[src/rtl/core/wta_pkg.sv]
`timescale 1ns / 1ps
// ----------------------------------------------------------------------------
// Winner-takes-all hit adder package
// Shared constants, word types and per-track accumulator type.
// ----------------------------------------------------------------------------
package wta_pkg;

    // Tracks 1 .. NUM_TRACKS are accumulated.
    localparam int NUM_TRACKS = 2;
    localparam int TRK_IDX_W  = (NUM_TRACKS > 1) ? $clog2(NUM_TRACKS) : 1;

    // Function codes of an input word.
    localparam logic FUNC_HIT   = 1'b0;
    localparam logic FUNC_FLUSH = 1'b1;

    localparam logic [31:0] ENERGY_MAX = 32'hFFFF_FFFF;

    typedef struct packed {
        logic               func;
        logic [30:0]        event_id;
        logic [3:0]         track_id;
        logic               is_gamma;
        logic signed [31:0] pos_x;
        logic signed [31:0] pos_y;
        logic signed [31:0] pos_z;
        logic [47:0]        hit_time;
        logic [23:0]        edep;
        logic [31:0]        volume_id;
    } t_hit;

    typedef struct packed {
        logic [30:0]        single_event;
        logic [1:0]         single_track;
        logic signed [31:0] single_x;
        logic signed [31:0] single_y;
        logic signed [31:0] single_z;
        logic [47:0]        single_time;
        logic [31:0]        energy_sum;
        logic [31:0]        single_volume;
        logic               coincidence;
        logic               last;
    } t_single;

    // Running state of one track within the open event.
    typedef struct packed {
        logic               seen;
        logic [31:0]        total;
        logic [23:0]        peak_e;
        logic signed [31:0] x;
        logic signed [31:0] y;
        logic signed [31:0] z;
        logic [47:0]        hit_time;
        logic [31:0]        volume;
    } t_acc;

endpackage

[src/rtl/core/wta_if.sv]
`timescale 1ns / 1ps
// ----------------------------------------------------------------------------
// Winner-takes-all hit adder stream interfaces
// Valid/ready channels for hit words and single words.
// ----------------------------------------------------------------------------
interface wta_hit_if;
    logic          valid;
    logic          ready;
    wta_pkg::t_hit data;

    modport source (output valid, output data, input ready);
    modport sink   (input valid, input data, output ready);
endinterface

interface wta_single_if;
    logic             valid;
    logic             ready;
    wta_pkg::t_single data;

    modport source (output valid, output data, input ready);
    modport sink   (input valid, input data, output ready);
endinterface

[src/rtl/core/winner_takes_all_hit_adder.sv]
`timescale 1ns / 1ps
// ----------------------------------------------------------------------------
// Winner-takes-all hit adder
// Sums gamma energy per track within an event, keeps the largest deposit and
// emits one single per track with nonzero energy when the event closes.
// ----------------------------------------------------------------------------
//
//  Channel    Direction  Word      Notes
//  i_hit      in         t_hit     hit or flush request, grouped by event
//  o_single   out        t_single  up to NUM_TRACKS singles per closed event
//
// A hit word is taken in every cycle while the snapshot bank is free; its
// compare and saturating add finish in the cycle it is accepted, into the
// per-track accumulator registers. Closing an event copies the accumulators
// into a snapshot bank in that same cycle; it drains one single per cycle
// through the output register, so a close holds off input until its last
// single is loaded. The output register lets a new word be accepted while a
// single waits. Reset (i_rst_n low at a rising edge) closes nothing and clears
// flags and sums. Backpressure on o_single stalls the drain, then i_hit.
module winner_takes_all_hit_adder (
    input  logic         i_clk,
    input  logic         i_rst_n,
    wta_hit_if.sink      i_hit,
    wta_single_if.source o_single
);
    import wta_pkg::*;

    // Open-event state.
    logic        r_event_open;
    logic [30:0] r_open_event;
    t_acc        r_acc [NUM_TRACKS];
    t_acc        n_acc [NUM_TRACKS];

    // Snapshot of a closed event, waiting to be sent.
    t_acc                  r_snap [NUM_TRACKS];
    logic [30:0]           r_snap_event;
    logic                  r_snap_coinc;
    logic [NUM_TRACKS-1:0] r_pend;
    logic [NUM_TRACKS-1:0] n_pend_new;

    // Output register.
    logic    r_out_valid;
    t_single r_out;

    logic [TRK_IDX_W-1:0]  w_sel;
    logic [NUM_TRACKS-1:0] w_take;
    logic [NUM_TRACKS-1:0] w_pend_rest;
    logic                  w_out_load;
    logic                  w_accept;
    logic                  w_is_flush;
    logic                  w_close;
    logic                  w_coinc;

    // Pick the lowest pending track of the snapshot; load it when the
    // output register is empty or being emptied.
    always_comb begin
        w_sel = '0;
        for (int t = NUM_TRACKS - 1; t >= 0; t--) begin
            if (r_pend[t]) begin
                w_sel = TRK_IDX_W'(t);
            end
        end
        w_out_load  = (r_pend != '0) && (!r_out_valid || o_single.ready);
        w_take      = w_out_load ? (NUM_TRACKS'(1) << w_sel) : '0;
        w_pend_rest = r_pend & ~w_take;
    end

    // A word is taken only when the snapshot bank is free by the next edge,
    // since a closing word refills it.
    assign i_hit.ready = (w_pend_rest == '0);
    assign w_accept    = i_hit.valid && i_hit.ready;

    assign w_is_flush = (i_hit.data.func == FUNC_FLUSH);
    assign w_close    = r_event_open &&
                        (w_is_flush || (i_hit.data.event_id != r_open_event));

    // Next accumulator contents: start from a cleared bank when the event
    // closes, then fold in a gamma hit of a tracked track.
    always_comb begin
        logic [32:0] sum;
        t_acc        base;
        sum  = '0;
        base = '0;
        w_coinc = 1'b1;
        for (int t = 0; t < NUM_TRACKS; t++) begin
            w_coinc       = w_coinc & r_acc[t].seen;
            n_pend_new[t] = r_acc[t].seen && (r_acc[t].total != '0);
            base = w_close ? t_acc'('0) : r_acc[t];
            if (!w_is_flush && i_hit.data.is_gamma &&
                    (i_hit.data.track_id == 4'(t + 1))) begin
                sum = {1'b0, base.total} + {9'd0, i_hit.data.edep};
                base.total = sum[32] ? ENERGY_MAX : sum[31:0];
                // Ties keep the earlier hit.
                if (i_hit.data.edep > base.peak_e) begin
                    base.peak_e   = i_hit.data.edep;
                    base.x        = i_hit.data.pos_x;
                    base.y        = i_hit.data.pos_y;
                    base.z        = i_hit.data.pos_z;
                    base.hit_time = i_hit.data.hit_time;
                    base.volume   = i_hit.data.volume_id;
                end
                base.seen = 1'b1;
            end
            n_acc[t] = base;
        end
    end

    always_ff @(posedge i_clk) begin
        if (!i_rst_n) begin
            r_event_open <= 1'b0;
            r_open_event <= '0;
            for (int t = 0; t < NUM_TRACKS; t++) begin
                r_acc[t].seen   <= 1'b0;
                r_acc[t].total  <= '0;
                r_acc[t].peak_e <= '0;
            end
        end else if (w_accept) begin
            r_event_open <= !w_is_flush;
            if (!w_is_flush && (w_close || !r_event_open)) begin
                r_open_event <= i_hit.data.event_id;
            end
            for (int t = 0; t < NUM_TRACKS; t++) begin
                r_acc[t] <= n_acc[t];
            end
        end
    end

    // Snapshot bank: payload needs no reset, the pending bits do.
    always_ff @(posedge i_clk) begin
        if (w_accept && w_close) begin
            r_snap       <= r_acc;
            r_snap_event <= r_open_event;
            r_snap_coinc <= w_coinc;
        end
    end

    always_ff @(posedge i_clk) begin
        if (!i_rst_n) begin
            r_pend <= '0;
        end else begin
            r_pend <= w_pend_rest | ((w_accept && w_close) ? n_pend_new : '0);
        end
    end

    // Output register.
    always_ff @(posedge i_clk) begin
        if (!i_rst_n) begin
            r_out_valid <= 1'b0;
        end else if (w_out_load) begin
            r_out_valid <= 1'b1;
        end else if (o_single.ready) begin
            r_out_valid <= 1'b0;
        end
    end

    always_ff @(posedge i_clk) begin
        if (w_out_load) begin
            r_out.single_event  <= r_snap_event;
            r_out.single_track  <= 2'({1'b0, w_sel} + 1'b1);
            r_out.single_x      <= r_snap[w_sel].x;
            r_out.single_y      <= r_snap[w_sel].y;
            r_out.single_z      <= r_snap[w_sel].z;
            r_out.single_time   <= r_snap[w_sel].hit_time;
            r_out.energy_sum    <= r_snap[w_sel].total;
            r_out.single_volume <= r_snap[w_sel].volume;
            r_out.coincidence   <= r_snap_coinc;
            r_out.last          <= (w_pend_rest == '0);
        end
    end

    assign o_single.valid = r_out_valid;
    assign o_single.data  = r_out;

endmodule

[src/flat_wrapper.sv]
// flat-port wrapper written by rule: the top's interface ports become plain ports
module winner_takes_all_hit_adder_flat import wta_pkg::*;
  (i_clk, i_rst_n, i_hit_valid, i_hit_data, i_hit_ready, o_single_valid, o_single_data, o_single_ready);
  wta_hit_if i_hit_i ();
  wta_single_if o_single_i ();
  input  logic i_clk;
  input  logic i_rst_n;
  input wire logic [$bits(i_hit_i.valid)-1:0] i_hit_valid;
  input wire logic [$bits(i_hit_i.data)-1:0] i_hit_data;
  output wire logic [$bits(i_hit_i.ready)-1:0] i_hit_ready;
  output wire logic [$bits(o_single_i.valid)-1:0] o_single_valid;
  output wire logic [$bits(o_single_i.data)-1:0] o_single_data;
  input wire logic [$bits(o_single_i.ready)-1:0] o_single_ready;
  assign i_hit_i.valid = i_hit_valid;
  assign i_hit_i.data = i_hit_data;
  assign i_hit_ready = i_hit_i.ready;
  assign o_single_valid = o_single_i.valid;
  assign o_single_data = o_single_i.data;
  assign o_single_i.ready = o_single_ready;
  winner_takes_all_hit_adder u_core (.i_clk(i_clk), .i_rst_n(i_rst_n), .i_hit(i_hit_i), .o_single(o_single_i));
endmodule
[config.mk]
export PLATFORM = sky130hd
export DESIGN_NAME = winner_takes_all_hit_adder_flat
export DESIGN_NICKNAME = d
export VERILOG_FILES = /design/src/rtl/core/wta_pkg.sv /design/src/rtl/core/wta_if.sv /design/src/rtl/core/winner_takes_all_hit_adder.sv /design/src/flat_wrapper.sv
export SDC_FILE = /design/constraint.sdc
export NUM_CORES = 2
export LEC_CHECK = 0
export CORE_MARGIN = 2
export CORE_UTILIZATION = 45
export CTS_BUF_LIST = sky130_fd_sc_hd__clkbuf_8
export CTS_CLUSTER_SIZE = 30
export DETAILED_ROUTE_END_ITERATION = 7
export DONT_BUFFER_PORTS = 1
export PLACE_DENSITY = 0.57
export SLEW_MARGIN = 20
export SYNTH_ARGS = -nofsm -noshare
export SYNTH_HDL_FRONTEND = slang
export SYNTH_SLANG_ARGS = --single-unit
export TNS_END_PERCENT = 50
[constraint.sdc]
create_clock -name i_clk -period 37.7 [get_ports i_clk]
set_input_delay 7.54 -clock i_clk [delete_from_list [all_inputs] [get_ports i_clk]]
set_output_delay 7.54 -clock i_clk [all_outputs]
set_load 0.005 [all_outputs]
==> results.tsv <==
metric	value	unit
top_layer	met4	
synth.net_count	4421	
cp_max_fo	4	
required	30.16	ns
numCtsBuffers	193	
post-dp-hpwl	73.22	mm
fmax	63.46	MHz
cts_num_sinks	1192	
gp_congestion	0.8497	
clk_latency	0.86	ns
crit_slowest_cell	nor2b_1	
powerDensity	48.35	mW/mm2
ctsHoldBuffers	0	
peakVddDrop	0.00003516	V
fill_cells	9771	
overflow	0	
grt_max_degree	185	
vias_per_cell	5.335	
yosysSeqAreaShare	69.94	%
drt-initial-drc-count	2310	
detailed_place.area	0.05035	mm2
fin_crit	15.76	ns
antenna_left	0	
finalHoldViolations	0	
cp-end-kind	output pin	
grt_pass1_vias	29132	
via_count	30289	
synth_cell_types	71	
crit_type	input port to output pin	
drv_slew	0	
cts_setup_buffers	0	
io_buffers	0	
path_cells	nor2b_1, nand2_1, and2_1	
dr.pass1.iters	6	
yosysWarnings	0	
ys_ff_latch	1192	
num_rows	121	
cts-htree-levels	4	
final_layout_size_suffix_gt1_share	6.923	%
wirelength_met1	50.70	mm
grt_use_total	21.19	%
wl_per_cell	21.19	um
drc	0	
worstHoldPathCells	0	
wl_met3	9.614	mm
antenna_found_initial	2	
grt_first_pass_wirelength	180.2	mm
coreArea	0.1086	mm2
start_util	45.18	%
die_width	334.1	um
tightest_slew	1.155	ns
cts_tree	yes	
synth_edf_count	1043	
rrSetupSlack	30.67	ns
clock_skew	0.05071	ns
die_area	0.1116	mm2
fp.dieH	334.1	um
hold_path_class	register to register	
synthCells	4082	
clk_transition_reported_paths	0.06	ns
critPathMaxStageDelay	0.30	ns
io_pins	486	
syn-cell-area	0.04904	mm2
nets	4436	
cap_violations	0	
finalCritPeriodShare	41.80	%
design_area	0.05385	mm2
tns	0	ns
post_cts_resized	0	
reg2regPathDepth	19	
cp-start-kind	input port	
slew_headroom	23.00	%
synthArstFlopShare	0	%
leakagePower	20.32	nW
ctsLongestPathBuffers	3	
area_growth_syn_to_layout	9.802	%
worstPathArrival	8.22	ns
root_buffer	clkbuf_8	
rsz0062_at_grt	no	
drt-total-wl	120.3	mm
synth.avg_cell_area	12.01	um2
setup_violations	0	
status	completed	
synthFlopType	edfxtp_1	
met2_length	56.67	mm
## cell usage after synthesis, types with 34 or more instances
master	n	area [um2]
buf_2	61	305.3
a21o_1	34	255.2
clkbuf_1	145	544.3
xor2_1	52	455.4
o21ai_0	394	1972
edfxtp_1	1043	31320
a21oi_1	99	495.5
inv_1	200	750.7
nand2_1	1089	4088
nor2_1	83	311.6
dfxtp_1	149	2983
ha_1	96	1201
and2_1	57	356.6
nand3_1	206	1031
a22o_1	50	437.9
## report_power, final
group	leakage, nW	internal [mW]	switching (mW)
combinational	7.33	0.0313	0.0713
sequential	10.9	1.48	0.0140
clock	2.14	0.501	0.510
## kinds of logic after synthesis
group,count (synthesis),share of synthesized area (%)
adders and majority gates,98,2.531
xor gates and xnor gates,73,1.304
DFF,1192,69.94
AOI/OAI and AO/OA,727,8.998
buffers and inverters,420,3.370
muxes,31,0.6327
and+or+nand+nor,1541,13.22
## per-stage QoR
stage	hold slack (ns)	instances	util (%)	setup slack (ns)	power (mW)
2_1_floorplan	0.4003	4082	-	19.15	1.602
6_report	0.4159	5677	49.61	21.94	2.604
3_3_place_gp	0.4023	5316	46.38	21.95	1.617
5_1_grt	0.4232	5677	49.61	21.82	2.706
4_1_cts	0.4054	5675	49.60	21.92	2.636
3_5_place_dp	0.4045	5316	46.39	21.93	1.621
## sequential cells by signal, summed over array words and instances, names as in the netlist
signal                 cells
u_core.r_snap_event       31
u_core.r_pend              2
u_core.r_snap_coinc        1
u_core.r_acc             466
u_core.r_open_event       31
u_core.o_single.valid      1
u_core.r_snap            416
u_core.r_event_open        1
u_core.o_single.data     243
## per-layer routing
metal | up-vias | GRT usage [%]
met3 | 205 | 6.303
met2 | 891 | 34.07
met4 | 0 | 7.552
met5 | - | 0
li1 | 14563 | -
met1 | 14630 | 27.28
## final cells by class
type	count	area, um2	area share (%)
clock buffers	204	2808	5.214
inverters	200	774.5	1.438
diodes	2	5.005	0.009294
well taps	1414	1769	3.285
multi-input cells	2470	13170	24.45
clock inverters	155	685.7	1.273
repair buffers	40	337.8	0.6273
flip-flops and latches	1192	34300	63.70
## layout by cell type (no fill, tap or decap), types with 5 or more instances in the layout
cell / n
a211oi_1: 30
a211oi_2: 9
a21o_1: 34
a21oi_1: 99
a22o_1: 50
a22oi_1: 7
a31oi_1: 18
a41oi_1: 7
and2_1: 57
and3_1: 17
buf_4: 37
clkbuf_8: 204
clkinv_1: 40
clkinv_2: 9
dfxtp_1: 149
edfxtp_1: 1043
ha_1: 96
inv_1: 294
inv_8: 5
mux2i_1: 31
nand2_1: 1089
nand3_1: 206
nand4_1: 19
nor2_1: 81
nor2b_1: 5
nor3_1: 11
nor4_1: 29
o211ai_1: 12
o21ai_0: 394
o21ai_1: 5
o21bai_1: 6
o31ai_1: 5
xnor2_1: 21
xor2_1: 52
## worst max-delay path, delay by kind of cell
family        cells  cell delay (ns)
simple gates      3             0.67
## worst paths after layout
check | from | end
max | o_single_ready | i_hit_ready
min | u_core.r_snap_event[21]$_DFFE_PP_ | u_core.o_single.data[233]$_DFFE_PP_
max reg2reg | u_core.r_open_event[0]$_SDFFE_PN0P_ | u_core.r_acc[436]$_SDFFE_PN0P_
min reg2reg | u_core.r_snap_event[21]$_DFFE_PP_ | u_core.o_single.data[233]$_DFFE_PP_
(Power assumes the default switching activity.)
